===== src/hdl/serial_deviation_frame_parser_macros.svh =====
// Assertion macros used by the serial deviation frame parser RTL.
`ifndef SERIAL_DEVIATION_FRAME_PARSER_MACROS_SVH
`define SERIAL_DEVIATION_FRAME_PARSER_MACROS_SVH

// Same-cycle implication, checked at every rising clock edge outside reset.
`define SDFP_ASSERT_IMP(label, ante, cons, msg) \
   label: assert property (@(posedge clock) disable iff (reset) (ante) |-> (cons)) \
      else $error(msg);

// Next-cycle implication, checked at every rising clock edge outside reset.
`define SDFP_ASSERT_NXT(label, ante, cons, msg) \
   label: assert property (@(posedge clock) disable iff (reset) (ante) |=> (cons)) \
      else $error(msg);

`endif


===== src/hdl/sdfp_pkg.sv =====
// Types and constants of the serial deviation frame parser.
package sdfp_pkg;

   localparam int FRAME_MAX   = 20;
   localparam int PAYLOAD_MAX = 4;

   localparam logic [7:0] HEADER_RESET = 8'h57;  // 'W'
   localparam logic [7:0] TAIL_RESET   = 8'h58;  // 'X'

   localparam logic [7:0] CHAR_A     = 8'h41;
   localparam logic [7:0] CHAR_B     = 8'h42;
   localparam logic [7:0] CHAR_C     = 8'h43;
   localparam logic [7:0] CHAR_D     = 8'h44;
   localparam logic [7:0] CHAR_S     = 8'h53;
   localparam logic [7:0] CHAR_F     = 8'h46;
   localparam logic [7:0] CHAR_PLUS  = 8'h2B;
   localparam logic [7:0] CHAR_MINUS = 8'h2D;
   localparam logic [7:0] CHAR_ZERO  = 8'h30;
   localparam logic [7:0] CHAR_NINE  = 8'h39;
   localparam logic [7:0] CHAR_POINT = 8'h2E;

   localparam logic [2:0] CSR_ADDR_HEADER = 3'd0;
   localparam logic [2:0] CSR_ADDR_TAIL   = 3'd4;

   typedef enum logic [2:0] {
      KIND_X_UPDATE = 3'd0,
      KIND_Y_UPDATE = 3'd1,
      KIND_SCAN_ON  = 3'd2,
      KIND_SCAN_OFF = 3'd3,
      KIND_UNKNOWN  = 3'd4,
      KIND_EMPTY    = 3'd5
   } frame_kind_type;

   typedef struct packed {
      logic [7:0] header_char;
      logic [7:0] tail_char;
   } csr_cfg_type;

   typedef struct packed {
      frame_kind_type     frame_kind;
      logic signed [20:0] x_dev_hundredths;
      logic signed [20:0] y_dev_hundredths;
      logic               scan_on;
   } result_type;

endpackage


===== src/hdl/sdfp_csr.sv =====
// Configuration registers: header and tail bytes behind an APB-style port.
module sdfp_csr
   import sdfp_pkg::*;
(
   input  logic        clock,
   input  logic        reset,
   input  logic        csr_psel,
   input  logic        csr_penable,
   input  logic        csr_pwrite,
   input  logic [2:0]  csr_paddr,
   input  logic [31:0] csr_pwdata,
   output logic [31:0] csr_prdata,
   output logic        csr_pready,
   output csr_cfg_type cfg
);

   logic [7:0] header_ff, header_in;
   logic [7:0] tail_ff, tail_in;
   logic       wr_en;

   assign csr_pready = 1'b1;
   assign wr_en = csr_psel && csr_penable && csr_pwrite && csr_pready;

   // byte lanes within a word are ignored
   always_comb begin
      header_in = header_ff;
      tail_in   = tail_ff;
      if (wr_en) begin
         case ({csr_paddr[2], 2'b00})
            CSR_ADDR_HEADER: header_in = csr_pwdata[7:0];
            CSR_ADDR_TAIL:   tail_in   = csr_pwdata[7:0];
            default: ;
         endcase
      end
   end

   always_ff @(posedge clock) begin
      if (reset) begin
         header_ff <= HEADER_RESET;
         tail_ff   <= TAIL_RESET;
      end else begin
         header_ff <= header_in;
         tail_ff   <= tail_in;
      end
   end

   always_comb begin
      case ({csr_paddr[2], 2'b00})
         CSR_ADDR_HEADER: csr_prdata = {24'd0, header_ff};
         CSR_ADDR_TAIL:   csr_prdata = {24'd0, tail_ff};
         default:         csr_prdata = 32'd0;
      endcase
   end

   assign cfg.header_char = header_ff;
   assign cfg.tail_char   = tail_ff;

endmodule


===== src/hdl/sdfp_parser.sv =====
// Frame and payload parser: frame state, decimal accumulation, deviations.
`include "serial_deviation_frame_parser_macros.svh"

module sdfp_parser
   import sdfp_pkg::*;
(
   input  logic        clock,
   input  logic        reset,
   input  csr_cfg_type cfg,
   input  logic        step_en,
   input  logic [7:0]  rx_byte,
   output logic        res_valid,
   output result_type  res
);

   logic [4:0]         frame_count_ff, frame_count_in;
   logic [7:0]         command_ff, command_in;
   logic [2:0]         payload_count_ff, payload_count_in;
   logic [13:0]        int_acc_ff, int_acc_in;
   logic [6:0]         frac_acc_ff, frac_acc_in;
   logic [1:0]         frac_digits_ff, frac_digits_in;
   logic               point_seen_ff, point_seen_in;
   logic               stopped_ff, stopped_in;
   logic signed [20:0] x_dev_ff, x_dev_in;
   logic signed [20:0] y_dev_ff, y_dev_in;
   logic               scan_ff, scan_in;

   logic [4:0]  frame_count_inc;
   logic [3:0]  digit;
   logic [6:0]  frac_eff;
   logic [20:0] value;
   logic        is_digit;

   assign digit    = 4'(rx_byte - CHAR_ZERO);
   assign is_digit = (rx_byte >= CHAR_ZERO) && (rx_byte <= CHAR_NINE);
   assign frame_count_inc = frame_count_ff + 5'd1;

   // payload in hundredths; only two fraction digits are kept
   always_comb begin
      case (frac_digits_ff)
         2'd0:    frac_eff = 7'd0;
         2'd1:    frac_eff = 7'(frac_acc_ff * 7'd10);
         default: frac_eff = frac_acc_ff;
      endcase
      value = 21'(21'(int_acc_ff) * 21'd100) + 21'(frac_eff);
   end

   always_comb begin
      frame_count_in   = frame_count_ff;
      command_in       = command_ff;
      payload_count_in = payload_count_ff;
      int_acc_in       = int_acc_ff;
      frac_acc_in      = frac_acc_ff;
      frac_digits_in   = frac_digits_ff;
      point_seen_in    = point_seen_ff;
      stopped_in       = stopped_ff;
      x_dev_in         = x_dev_ff;
      y_dev_in         = y_dev_ff;
      scan_in          = scan_ff;
      res_valid        = 1'b0;
      res.frame_kind   = KIND_EMPTY;

      if (frame_count_ff == 5'd0) begin
         // resync: only the header opens a frame, and never closes it
         if (rx_byte == cfg.header_char) frame_count_in = 5'd1;
      end else if (rx_byte != cfg.tail_char) begin
         if (frame_count_ff == 5'd1) begin
            command_in = rx_byte;
         end else if (payload_count_ff < 3'(PAYLOAD_MAX)) begin
            payload_count_in = payload_count_ff + 3'd1;
            if (!stopped_ff) begin
               if (is_digit) begin
                  if (!point_seen_ff) begin
                     int_acc_in = 14'(18'(int_acc_ff) * 18'd10 + 18'(digit));
                  end else if (frac_digits_ff < 2'd2) begin
                     frac_acc_in    = 7'(11'(frac_acc_ff) * 11'd10 + 11'(digit));
                     frac_digits_in = frac_digits_ff + 2'd1;
                  end
               end else if (rx_byte == CHAR_POINT && !point_seen_ff) begin
                  point_seen_in = 1'b1;
               end else begin
                  stopped_in = 1'b1;
               end
            end
         end
         frame_count_in = frame_count_inc;
         // overlong frame is dropped without a result
         if (frame_count_inc >= 5'(FRAME_MAX)) begin
            frame_count_in   = 5'd0;
            command_in       = 8'd0;
            payload_count_in = 3'd0;
            int_acc_in       = 14'd0;
            frac_acc_in      = 7'd0;
            frac_digits_in   = 2'd0;
            point_seen_in    = 1'b0;
            stopped_in       = 1'b0;
         end
      end else begin
         res_valid = 1'b1;
         if (frame_count_ff == 5'd1) begin
            res.frame_kind = KIND_EMPTY;
         end else begin
            case (command_ff)
               CHAR_A: begin
                  x_dev_in = value;
                  res.frame_kind = KIND_X_UPDATE;
               end
               CHAR_B: begin
                  x_dev_in = 21'(~value + 21'd1);
                  res.frame_kind = KIND_X_UPDATE;
               end
               CHAR_C: begin
                  y_dev_in = value;
                  res.frame_kind = KIND_Y_UPDATE;
               end
               CHAR_D: begin
                  y_dev_in = 21'(~value + 21'd1);
                  res.frame_kind = KIND_Y_UPDATE;
               end
               CHAR_S: begin
                  scan_in = 1'b1;
                  res.frame_kind = KIND_SCAN_ON;
               end
               CHAR_F: begin
                  scan_in = 1'b0;
                  res.frame_kind = KIND_SCAN_OFF;
               end
               default: res.frame_kind = KIND_UNKNOWN;
            endcase
         end
         frame_count_in   = 5'd0;
         command_in       = 8'd0;
         payload_count_in = 3'd0;
         int_acc_in       = 14'd0;
         frac_acc_in      = 7'd0;
         frac_digits_in   = 2'd0;
         point_seen_in    = 1'b0;
         stopped_in       = 1'b0;
      end

      res.x_dev_hundredths = x_dev_in;
      res.y_dev_hundredths = y_dev_in;
      res.scan_on          = scan_in;
   end

   always_ff @(posedge clock) begin
      if (reset) begin
         frame_count_ff   <= 5'd0;
         command_ff       <= 8'd0;
         payload_count_ff <= 3'd0;
         int_acc_ff       <= 14'd0;
         frac_acc_ff      <= 7'd0;
         frac_digits_ff   <= 2'd0;
         point_seen_ff    <= 1'b0;
         stopped_ff       <= 1'b0;
         x_dev_ff         <= 21'sd0;
         y_dev_ff         <= 21'sd0;
         scan_ff          <= 1'b0;
      end else if (step_en) begin
         frame_count_ff   <= frame_count_in;
         command_ff       <= command_in;
         payload_count_ff <= payload_count_in;
         int_acc_ff       <= int_acc_in;
         frac_acc_ff      <= frac_acc_in;
         frac_digits_ff   <= frac_digits_in;
         point_seen_ff    <= point_seen_in;
         stopped_ff       <= stopped_in;
         x_dev_ff         <= x_dev_in;
         y_dev_ff         <= y_dev_in;
         scan_ff          <= scan_in;
      end
   end

   `SDFP_ASSERT_IMP(a_frame_bound, 1'b1, frame_count_ff < 5'(FRAME_MAX), "frame count overrun")
   `SDFP_ASSERT_IMP(a_payload_bound, 1'b1, payload_count_ff <= 3'(PAYLOAD_MAX), "payload overrun")
   `SDFP_ASSERT_IMP(a_frac_bound, 1'b1, frac_digits_ff <= 2'd2, "too many fraction digits")
   `SDFP_ASSERT_NXT(a_result_clears, step_en && res_valid, frame_count_ff == 5'd0,
                    "frame not cleared after result")

endmodule


===== src/hdl/serial_deviation_frame_parser.sv =====
// Serial deviation frame parser: one received byte per cycle is accepted
// into an input register, parsed in a single pass and, when it closes a
// frame, the result item lands in the output register when the byte leaves
// the input register. The sustained rate is one byte per clock; the only stall
// comes from a closing byte whose result meets a full output register that
// the consumer is not draining. Configuration is written over the APB port.

module serial_deviation_frame_parser
   import sdfp_pkg::*;
(
   input  logic        clock,
   input  logic        reset,
   // configuration port
   input  logic        csr_psel,
   input  logic        csr_penable,
   input  logic        csr_pwrite,
   input  logic [2:0]  csr_paddr,
   input  logic [31:0] csr_pwdata,
   output logic [31:0] csr_prdata,
   output logic        csr_pready,
   // input bytes
   input  logic        req_tvalid,
   output logic        req_tready,
   input  logic [7:0]  req_tdata,   // [7:0] rx_byte
   // result items
   output logic        rsp_tvalid,
   input  logic        rsp_tready,
   output logic [47:0] rsp_tdata,   // [20:0] x_dev_hundredths, [41:21] y_dev_hundredths,
                                    // [42] scan_on, [47:43] zero
   output logic [2:0]  rsp_tuser    // [2:0] frame_kind
);

   csr_cfg_type cfg;
   logic        in_valid_ff, in_valid_in;
   logic [7:0]  in_byte_ff, in_byte_in;
   logic        out_valid_ff, out_valid_in;
   result_type  out_ff, out_in;
   logic        res_valid;
   result_type  res;
   logic        out_free;
   logic        advance;

   sdfp_csr u_csr (
      .clock       (clock),
      .reset       (reset),
      .csr_psel    (csr_psel),
      .csr_penable (csr_penable),
      .csr_pwrite  (csr_pwrite),
      .csr_paddr   (csr_paddr),
      .csr_pwdata  (csr_pwdata),
      .csr_prdata  (csr_prdata),
      .csr_pready  (csr_pready),
      .cfg         (cfg)
   );

   sdfp_parser u_parser (
      .clock     (clock),
      .reset     (reset),
      .cfg       (cfg),
      .step_en   (advance),
      .rx_byte   (in_byte_ff),
      .res_valid (res_valid),
      .res       (res)
   );

   assign out_free   = !out_valid_ff || rsp_tready;
   // bytes that give no result pass even while the output is full
   assign advance    = in_valid_ff && (!res_valid || out_free);
   assign req_tready = !in_valid_ff || advance;

   always_comb begin
      in_valid_in  = in_valid_ff;
      in_byte_in   = in_byte_ff;
      out_valid_in = out_valid_ff;
      out_in       = out_ff;
      if (advance) in_valid_in = 1'b0;
      if (req_tvalid && req_tready) begin
         in_valid_in = 1'b1;
         in_byte_in  = req_tdata;
      end
      if (rsp_tready) out_valid_in = 1'b0;
      if (advance && res_valid) begin
         out_valid_in = 1'b1;
         out_in       = res;
      end
   end

   always_ff @(posedge clock) begin
      if (reset) begin
         in_valid_ff  <= 1'b0;
         out_valid_ff <= 1'b0;
      end else begin
         in_valid_ff  <= in_valid_in;
         out_valid_ff <= out_valid_in;
      end
   end

   always_ff @(posedge clock) begin
      in_byte_ff <= in_byte_in;
      out_ff     <= out_in;
   end

   assign rsp_tvalid = out_valid_ff;
   assign rsp_tuser  = out_ff.frame_kind;
   assign rsp_tdata  = {5'd0, out_ff.scan_on, out_ff.y_dev_hundredths,
                        out_ff.x_dev_hundredths};

endmodule


===== config.mk =====
export PLATFORM = sky130hd
export DESIGN_NAME = serial_deviation_frame_parser
export DESIGN_NICKNAME = d
export VERILOG_FILES = /design/src/hdl/sdfp_pkg.sv /design/src/hdl/sdfp_csr.sv /design/src/hdl/sdfp_parser.sv /design/src/hdl/serial_deviation_frame_parser.sv
export VERILOG_INCLUDE_DIRS = /design/src /design/src/hdl
export SDC_FILE = /design/constraint.sdc
export NUM_CORES = 1
export LEC_CHECK = 0
export ABC_AREA = 1
export BUFFER_PORTS_ARGS = -buffer_cell sky130_fd_sc_hd__buf_2
export CORE_UTILIZATION = 60
export DETAILED_ROUTE_END_ITERATION = 6
export HOLD_SLACK_MARGIN = 0.02
export PLACE_DENSITY = 0.82
export SLEW_MARGIN = 20
export SYNTH_ARGS = -nofsm -noshare
export SYNTH_HDL_FRONTEND = slang
export SYNTH_SLANG_ARGS = --single-unit

===== constraint.sdc =====
create_clock -name clock -period 4.3 [get_ports clock]
set_input_delay 0.645 -clock clock [delete_from_list [all_inputs] [get_ports clock]]
set_output_delay 0.645 -clock clock [all_outputs]
set_load 0.05 [all_outputs]

==> results_dict.tcl <==
set metrics [dict create \
    vias_per_cell 5.37 \
    top_usage_layer "met2" \
    setup.worst_path.class "reg -> reg" \
    grt_overflow 0 \
    track_usage_pct 26.4 \
    clk_path_buf_depth 2 \
    cp_max_fo 4 \
    worstSkewPairLatency_ps 440 \
    vdd_drop_max_v 0.000281 \
    synth_top_family_by_area "simple AND/OR/NAND/NOR gates" \
    core-area_um2 18000 \
    wire_per_inst_um 13.4 \
    min_period_over_period_pct 96.0 \
    clockRootBuffer "clkbuf_16" \
    grt_pass1_vias 8921 \
    synth-edff-count 54 \
    skew_ps 20.1 \
    synth_seq_cells 156 \
    num-nets-final 1757 \
    dp_hpwl_mm 18.0 \
    layout-drive-gt1-share_pct 14.8 \
    synth_warnings 0 \
    synth_top_flop_cell "dfxtp_1" \
    ant_nets 0 \
    ioPinCount 136 \
    rsz0062_at_grt "yes" \
    initial_core_util_pct 61.3 \
    clock-sinks 156 \
    gr-usage-met1_pct 32.4 \
    setup_viol 0 \
    dieArea_um2 19000 \
    syn_inst 1518 \
    diodes 0 \
    row_count 49 \
    first_iter_violations 639 \
    period_needed_ps 4130 \
    power.density_nw_per_um2 278 \
    vias 9931 \
    dr.pass1.iters 5 \
    cts_buffers 17 \
    h-tree-depth 4 \
    synth_xor_area_share_pct 4.12 \
    hold_buffers 0 \
    start_kind "flop" \
    final_common_cell "nand2_1" \
    gp_congestion 0.901 \
    grt_util_met2_pct 46.5 \
    synth-compound-area-share_pct 11.7 \
    cap_violations 0 \
    grt_antenna_before_repair 0 \
    hold_class "in -> reg" \
    worst_slack_ps 173 \
    synth_seq_area_share_pct 33.2 \
    synth_area_um2 11000 \
    worst_pin_slew_ps 756 \
    status "finished clean" \
    die_h_um 138 \
    utilization_pct 68.8 \
    syn_to_final_growth_pct 12.2 \
    final_cell_mix "nand2_1 (334), inv_1 (248), nor2_1 (101)" \
    synthMuxAreaShare_pct 0 \
    synth_adder_area_share_pct 12.4 \
    wl_mm 24.8 \
    fp.dieW_um 138 \
    port_buffers 79 \
    cellLeakagePower_nw 6.13 \
    cp.required_ps 4620 \
    ys_types 50 \
    place_ws_ps 111 \
    synth_simple_gate_area_share_pct 25.8 \
    use_met3_pct 3.94 \
    hold_violations 0 \
    fill_cells 1463 \
    avgSynthCellArea_um2 7.28 \
    fmax_mhz 242 \
    finalMaxSlewViolations 0 \
    clk_pin_slew_ps 70 \
    grt_start_max_net_pins 69 \
    grt_pass1_wl_mm 40.1 \
    drc 0 \
    cts_tree "built" \
    cp-end-kind "flop" \
    crit_arrival_ps 4450 \
    ys_async_sr_fraction_pct 0 \
    slew_headroom_pct 49.6 \
]
## where the power goes
| part | leakage, nW | internal [W] | switching [W] |
|---|---|---|---|
| Sequential | 1.33 | 0.00156 | 0.0000255 |
| Clock | 0.305 | 0.000940 | 0.000678 |
| Combinational | 4.49 | 0.0000616 | 0.000184 |
## cells in the mapped netlist, types with 3 or more instances
cell | count | area share [%]
o22ai_1 | 32 | 1.8
buf_6 | 3 | 0.31
fa_1 | 14 | 2.5
nand2_1 | 341 | 12
a31oi_1 | 3 | 0.17
buf_2 | 4 | 0.18
xor2_1 | 40 | 3.2
nand3_2 | 7 | 0.63
nor2_1 | 104 | 3.5
clkbuf_1 | 20 | 0.68
o21ai_0 | 76 | 3.4
inv_2 | 13 | 0.44
inv_1 | 248 | 8.4
nor3_1 | 13 | 0.59
a21oi_1 | 87 | 3.9
dfxtp_1 | 102 | 18
xnor2_1 | 12 | 0.95
nand3_1 | 96 | 4.3
edfxtp_1 | 54 | 15
nand4_1 | 13 | 0.74
nor2_4 | 5 | 0.51
nand2_2 | 21 | 1.2
buf_4 | 33 | 2.2
a211oi_1 | 6 | 0.41
nor4_1 | 6 | 0.34
o21ai_1 | 19 | 0.86
nand2_4 | 4 | 0.41
a221oi_1 | 4 | 0.32
or2_2 | 4 | 0.23
nor2_2 | 18 | 1.0
clkinv_1 | 6 | 0.20
ha_1 | 87 | 9.9
## area by class of cell
class                      instances  area, µm²  share of cell area (%)
timing repair buffer             103        576                    4.64
clock buffer                      18        429                    3.46
tap                              229        287                    2.31
clock inverter                    14        200                    1.62
sequential                       156       3670                    29.6
inverter                         267       1000                    8.09
multi-input combinational       1061       6230                    50.3
## sequential cells by signal (all words and copies together) (netlist names), 3 cells and up
signal and count:
u_parser.y_dev_ff 21, rsp_tdata 43, rsp_tuser 3, u_parser.frame_count_ff 5, u_parser.x_dev_ff 21, u_parser.command_ff 8, u_parser.payload_count_ff 3, u_csr.tail_ff 8
in_byte_ff 8, u_parser.int_acc_ff 14, u_csr.header_ff 8, u_parser.frac_acc_ff 7
## worst paths after layout
kind                                                   start                      endpoint  cells past startpoint  slack (ps)
worst min-delay path                            req_tdata[6]                 in_byte_ff[6]                      1         370
worst max register to register       u_parser.frac_acc_ff[3]         u_parser.y_dev_ff[13]                     26         170
worst min register to register  u_parser.payload_count_ff[0]  u_parser.payload_count_ff[0]                      2         480
worst max-delay path                 u_parser.frac_acc_ff[3]         u_parser.y_dev_ff[13]                     26         170
## critical path, stage by stage, from the launching register on
cell,delay (ps)
dfxtp_2,340
ha_1,290
ha_1,150
inv_1,60
fa_2,350
xor2_2,170
xnor2_2,220
o22ai_2,140
ha_4,300
inv_1,60
nor2_2,150
nand3_2,100
nand3_2,80
nand2_1,90
nor2_2,150
nand2_2,110
nand2_4,100
inv_2,60
nor2_4,80
nand2_2,80
nor2_4,160
xor2_1,200
o22ai_1,100
nand2_1,70
o21ai_0,150
o21ai_1,200
inv_1,60
## timing repair
item	4_1_cts	5_1_grt
buffers inserted	0	7
gates resized for setup	0	40
setup endpoints to repair	0	38
endpoints found under the hold margin	0	0
## logic make-up after synthesis
family | after synthesis
AND/OR/NAND/NOR | 641
buffers and inverters | 329
AO/OA/AOI/OAI | 237
flip-flops | 156
adder cells (fa/ha/maj) | 101
XOR/XNOR | 52
other | 2
## per-layer routing
layer  share of wire [%]  wire [µm]
met1                  42      10500
met2                  50      12500
met3                 4.8       1190
met4                 2.4        597
met5                   0          0
## through the flow
step | power [W] | instance area (µm²) | hold slack (ps) | std cells | setup TNS, ps
2_1_floorplan | 0.00183 | 11200 | 430 | 1546 | 0
3_3_place_gp | 0.00185 | 11600 | 451 | 1809 | 0
3_5_place_dp | 0.00186 | 11600 | 455 | 1809 | 0
4_1_cts | 0.00345 | 12200 | 371 | 1841 | 0
5_1_grt | 0.00354 | 12400 | 374 | 1848 | -687
6_report | 0.00345 | 12400 | 370 | 1848 | 0
No activity file was read; power rests on OpenSTA's default activity.
